**config.mk**
```make
export PLATFORM = sky130hd
export DESIGN_NAME = tbrb_ctrl
export DESIGN_NICKNAME = d
export VERILOG_FILES = /design/src/hw/rtl/tbrb_pkg.sv /design/src/hw/rtl/tbrb_ctrl.sv
export SDC_FILE = /design/constraint.sdc
export NUM_CORES = 1
export LEC_CHECK = 0
export ABC_AREA = 0
export BUFFER_PORTS_ARGS = -buffer_cell sky130_fd_sc_hd__buf_2
export CORE_AREA = 2 2 39 41
export CTS_CLUSTER_DIAMETER = 60
export DETAILED_ROUTE_END_ITERATION = 10
export DIE_AREA = 0 0 41 43
export GPL_ROUTABILITY_DRIVEN = 0
export SLEW_MARGIN = 0
export SYNTH_ARGS = -nofsm -noshare
export SYNTH_HDL_FRONTEND = slang
export SYNTH_SLANG_ARGS = --single-unit
```
**constraint.sdc**
```tcl
create_clock -name i_clk -period 1.5 [get_ports i_clk]
set_clock_uncertainty 0.1 [all_clocks]
set_input_delay 0.075 -clock i_clk [delete_from_list [all_inputs] [get_ports i_clk]]
set_output_delay 0.075 -clock i_clk [all_outputs]
set_load 0.05 [all_outputs]
```
**src/hw/rtl/tbrb_pkg.sv**
```systemverilog
// shared types and constants for the two-reader byte ring buffer
`default_nettype none

package tbrb_pkg;

    localparam int TBRB_CAPACITY = 4096;

    localparam int OP_W   = 3;
    localparam int OFF_W  = 13;
    localparam int IDX_W  = 12;
    localparam int LEN_W  = 13;
    localparam int BYTE_W = 8;
    localparam int STAT_W = 2;
    localparam int FREE_W = 13;
    localparam int CNT_W  = 32;

    localparam int S_TDATA_W = 48;
    localparam int S_TUSER_W = 4;
    localparam int M_TDATA_W = 88;
    localparam int M_TUSER_W = 2;

    typedef enum logic [OP_W-1:0] {
        OP_WRITE     = 3'd0,
        OP_READ      = 3'd1,
        OP_COMMIT_WR = 3'd2,
        OP_COMMIT_RD = 3'd3,
        OP_CLEAR     = 3'd4
    } t_op;

    typedef enum logic [STAT_W-1:0] {
        ST_OK      = 2'd0,
        ST_NOSPACE = 2'd1,
        ST_NODATA  = 2'd2
    } t_status;

    typedef enum logic [2:0] {
        S_IDLE,
        S_COMMIT,
        S_CALC,
        S_CHECK,
        S_MOD,
        S_ACCESS,
        S_OUT
    } t_state;

    typedef struct packed {
        logic load;
        logic commit;
        logic calc;
        logic check;
        logic mod_step;
        logic mem_en;
        logic out_load;
    } t_cmd;

    typedef struct packed {
        logic data_op;
        logic check_ok;
        logic mod_last;
        logic need_mod;
    } t_stat;

endpackage

`default_nettype wire

```
**src/hw/rtl/tbrb_ctrl.sv**
```systemverilog
// controller state machine of the ring buffer
`default_nettype none

module tbrb_ctrl (
    input  wire logic           i_clk,
    input  wire logic           i_rst_n,
    input  wire logic           i_s_tvalid,
    output logic                o_s_tready,
    output logic                o_m_tvalid,
    input  wire logic           i_m_tready,
    input  wire tbrb_pkg::t_stat i_stat,
    output tbrb_pkg::t_cmd      o_cmd
);

    import tbrb_pkg::*;

    t_state r_state;
    t_state n_state;
    logic   r_out_valid;
    logic   n_out_valid;
    logic   out_free;

    assign out_free = !r_out_valid || i_m_tready;

    always_ff @(posedge i_clk) begin
        if (!i_rst_n) begin
            r_state     <= S_IDLE;
            r_out_valid <= 1'b0;
        end else begin
            r_state     <= n_state;
            r_out_valid <= n_out_valid;
        end
    end

    // next state
    always_comb begin
        n_state = r_state;
        case (r_state)
            S_IDLE: begin
                if (i_s_tvalid) begin
                    n_state = S_COMMIT;
                end
            end
            S_COMMIT: n_state = S_CALC;
            S_CALC:   n_state = S_CHECK;
            S_CHECK: begin
                if (i_stat.data_op && i_stat.check_ok) begin
                    n_state = i_stat.need_mod ? S_MOD : S_ACCESS;
                end else begin
                    n_state = S_OUT;
                end
            end
            S_MOD: begin
                if (i_stat.mod_last) begin
                    n_state = S_ACCESS;
                end
            end
            S_ACCESS: n_state = S_OUT;
            S_OUT: begin
                if (out_free) begin
                    n_state = S_IDLE;
                end
            end
            default: n_state = S_IDLE;
        endcase
    end

    // outputs
    always_comb begin
        o_cmd       = '0;
        o_s_tready  = 1'b0;
        n_out_valid = r_out_valid && !i_m_tready;
        case (r_state)
            S_IDLE: begin
                o_s_tready = 1'b1;
                o_cmd.load = i_s_tvalid;
            end
            S_COMMIT: o_cmd.commit   = 1'b1;
            S_CALC:   o_cmd.calc     = 1'b1;
            S_CHECK:  o_cmd.check    = 1'b1;
            S_MOD:    o_cmd.mod_step = 1'b1;
            S_ACCESS: o_cmd.mem_en   = 1'b1;
            S_OUT: begin
                if (out_free) begin
                    o_cmd.out_load = 1'b1;
                    n_out_valid    = 1'b1;
                end
            end
            default: o_cmd = '0;
        endcase
    end

    assign o_m_tvalid = r_out_valid;

endmodule

`default_nettype wire

```
After elaboration in Yosys (flattened, before gate mapping) --
Index checks and enable logic that the tools add are counted.
Cells by class: add/subtract/negate cells 0, reduce and logical (&&, ||, !) cells 7, shifts and indexed selects 0, bitwise operators 0, equality and inequality tests 9, magnitude comparators 0, mux-type cells 17, $mul 0, div/mod/pow operators 0
Operators by type and width (number):
- case mux 3 bit (7 select lines) | 1
- two-way mux 1 bit | 12
- == test 3 bit (second input constant) | 3
- two-way mux 3 bit | 3
- == test 3 x 2 -> 1 bit (second input constant) | 2
- inequality test 2 bit (second input constant) | 3
- == test 3 x 1 -> 1 bit (second input constant) | 1
- zero test 3 bit | 1
- AND reduction 3 bit | 1
- logical AND 1 bit | 2
- zero test 1 bit | 2
- two-way mux 2 bit | 1
- logical OR 1 bit | 1
Word-level totals: RAM bits 0, ROM bits 0, flip-flop bits (word level) 4, bits of input ports 8, memories 0, latch bits 0

Logic depth before layout (Yosys ltp) --
depth in word-level cells 4, depth in mapped cells 4, depth with buffers taken out 3

Worst setup path after synthesis --
Ideal clock, no wire load.
path kind reg2out, from register r_out_valid, in the netlist o_m_tvalid, to output o_cmd[0] (netlist name), cell stages (with the launch flop) 3, slack -0.436 ns, buffers on the path 0, arrival time 1.761 ns, data required time 1.325 ns, cell sequence dfxtp_1 -> nor2b_1 -> nor3_1
RTL lines:
- start: declaration | RTL line tbrb_ctrl.sv:19 | logic r_out_valid;
- start signal: assignment | RTL line tbrb_ctrl.sv:31 | r_out_valid <= n_out_valid;
- end: declaration | RTL line tbrb_ctrl.sv:12 | output tbrb_pkg::t_cmd o_cmd

==> flow_summary.yaml <==
status:
  status: "finished clean"
layout:
  nets: 59
  diodes: 0
  syn_to_final_growth_pct: 51.2
  layout_common_cells: "buf_2, nand2_1, nor2_1, clkbuf_4, dfxtp_2"
  drive_gt1_share_pct: 53.1
  final_common_cell: "buf_2"
  final_cells: 65
setup_path:
  critical_path_arrival_ps: 1220
  cp-end-kind: "output port"
  slowest_delay_ps: 370
  cp.depth: 3
  crit_fanout: 10
  start_kind: "flop"
  required_ps: 1320
  path_cells: "nor3_2 > and2_1 > buf_2"
  crit_family: "flip-flops"
  rr_worst_depth: 3
  slowest_stage: "dfxtp_2"
  critical_path_class: "flop to output port"
  path_buf_inv: 1
placed_design:
  placedCellCount: 61
  hpwl_um: 456
  port-buffer-count: 16
synth:
  yosys.area_share.simple_pct: 44.4
  netlist.area_leader.share_pct: 31.2
  synth_area_leaders: "dfxtp_1, nor3b_1, buf_2"
  seq_area_frac_synth_pct: 31.2
  synth_compound_area_share_pct: 18.5
  synthMuxAreaShare_pct: 0
  syn_area_per_cell_um2: 8.02
  synth_top_family_by_area: "simple AND/OR/NAND/NOR gates"
  syn_nets: 40
  synth_xor_area_share_pct: 0
  ys_ff_latch: 4
  syn-cell-area_um2: 256
  syn_inst: 32
  synthAdderAreaFrac_pct: 0
  ys_types: 20
  synth_top_area_cell: "dfxtp_1"
  yosysWarnings: 0
clocking:
  postCtsSetupBuffers: 0
  cts_buffer_depth: 2
  cts-root-buf: "clkbuf_4"
  clock_latency_ps: 230
  cts_tree: "yes"
  clock_sinks: 4
  clk_pin_slew_ps: 40
  h-tree-depth: 1
  numCtsBuffers: 3
power_and_ir_drop:
  powerDensity_nw_per_um2: 1090
  ir_worst_vdd_mv: 0.471
  p_leak_nw: 0.189
global_routing:
  use_met3_pct: 8.38
  grt_use_total_pct: 8.94
  antenna_found_initial: 0
  met2_usage_pct: 10.3
  busiest_layer: "met1"
  grtUsageMet1_pct: 10.9
  grt_pass1_vias: 220
  grt_max_degree: 14
  grt_first_pass_wirelength_um: 993
  grt_overflow: 0
detailed_routing:
  wl_per_cell_um: 9.60
  drtIter0Drc: 0
  ant_nets: 0
  firstDrtPassIters: 1
  drc: 0
  via_per_inst: 4.49
  wirelength_um: 624
  via_count: 292
floorplanning:
  die_x_um: 41
  core_um2: 1380
  fp.dieH_um: 43
  initial_core_util_pct: 18.5
  num_rows: 14
  die-area_um2: 1760
  ios: 17
worst_hold_path:
  holdPathStages: 3
  hp-class: "input pin to flop"
timing:
  tightest_slew_ps: 248
  relSlewSlack_pct: 83.6
  drv_slew: 0
  finalSetupTns_ps: 0
  setup_violations: 0
  fmax_mhz: 715
  hold_violations: 0
  whs_ps: 57.6
  min_period_over_period_pct: 93.3
  fin_crit_ps: 1400
job:
  maxCapViolCount: 0
-- sequential cells by signal, indices dropped and copies added (netlist names) --
register	flops
r_state	3
o_m_tvalid	1
-- stage by stage --
step / cell area, um2 / power [mW] / utilization, % / setup WS [ps]
final: 388 / 0.421 / 28.0 / 101
after global routing: 388 / 0.456 / 28.0 / -5.84
after CTS: 384 / 0.427 / 27.8 / 2.42
after detailed placement: 352 / 0.290 / 25.4 / 237
after global placement: 352 / 0.289 / 25.4 / 258
after floorplan: 267 / 0.258 / - / -376
-- kinds of logic (layout without fill, tap and decap cells) --
family | after synthesis | count (layout)
AND/OR/NAND/NOR | 18 | 18
AO/OA/AOI/OAI | 7 | 7
buffers and inverters | 3 | 20
flip-flops | 4 | 4
-- path summary, 6_finish.rpt --
kind	from	to	slack [ps]
worst max register to register	r_state[0]$_SDFFE_PN0P_	r_state[2]$_SDFFE_PN0P_	300
worst min-delay path	i_m_tready	r_state[1]$_SDFFE_PN0P_	60
worst min register to register	r_state[1]$_SDFFE_PN0P_	r_state[1]$_SDFFE_PN0P_	450
worst max-delay path	r_state[2]$_SDFFE_PN0P_	o_cmd[6]	100
-- Yosys cell counts --
library cell and number:
a31o_2 1, and2_1 1, nor3_2 1, or3b_1 1, o21ai_1 1, nor3_1 1
a31oi_1 1, nor2b_1 1, nand2b_1 1, nor2_1 3, nor3b_1 3, nand4b_1 1
o21ai_0 1, nand2_1 3, o21a_1 2, buf_2 3, and4_1 1, and3b_1 1
a21boi_1 1, dfxtp_1 4
-- per-layer routing --
layer | wire length [um] | vias up | share of wire (%)
met1 | 250 | 128 | 40
li1 | - | 150 | -
met5 | 0 | - | 0
met4 | 0 | 0 | 0
met3 | 86 | 0 | 14
met2 | 287 | 14 | 46
-- worst min-delay path: stages --
cell and delay [ps]:
buf_2 80, or3b_1 110, a31oi_1 80
-- power breakdown --
part           leakage, nW  internal [mW]  switching [mW]  total (mW)
combinational        0.141         0.0458           0.100       0.146
clock               0.0138         0.0892          0.0402       0.129
sequential          0.0338          0.118          0.0273       0.146
-- layout make-up --
cell class	count	area [um2]
repair buffers	17	90.1
flip-flops and latches	4	83.8
fillers	154	996
multi-input cells	25	171
well taps	16	20.0
clock buffers	3	22.5
-- repair_timing --
| action | CTS | global route |
|---|---|---|
| resized for setup | 0 | 3 |
| hold buffers | 1 | 0 |
| endpoints found under the hold margin | 1 | 0 |
| endpoints found under the setup margin | 0 | 7 |
(Power assumes the default switching activity.)
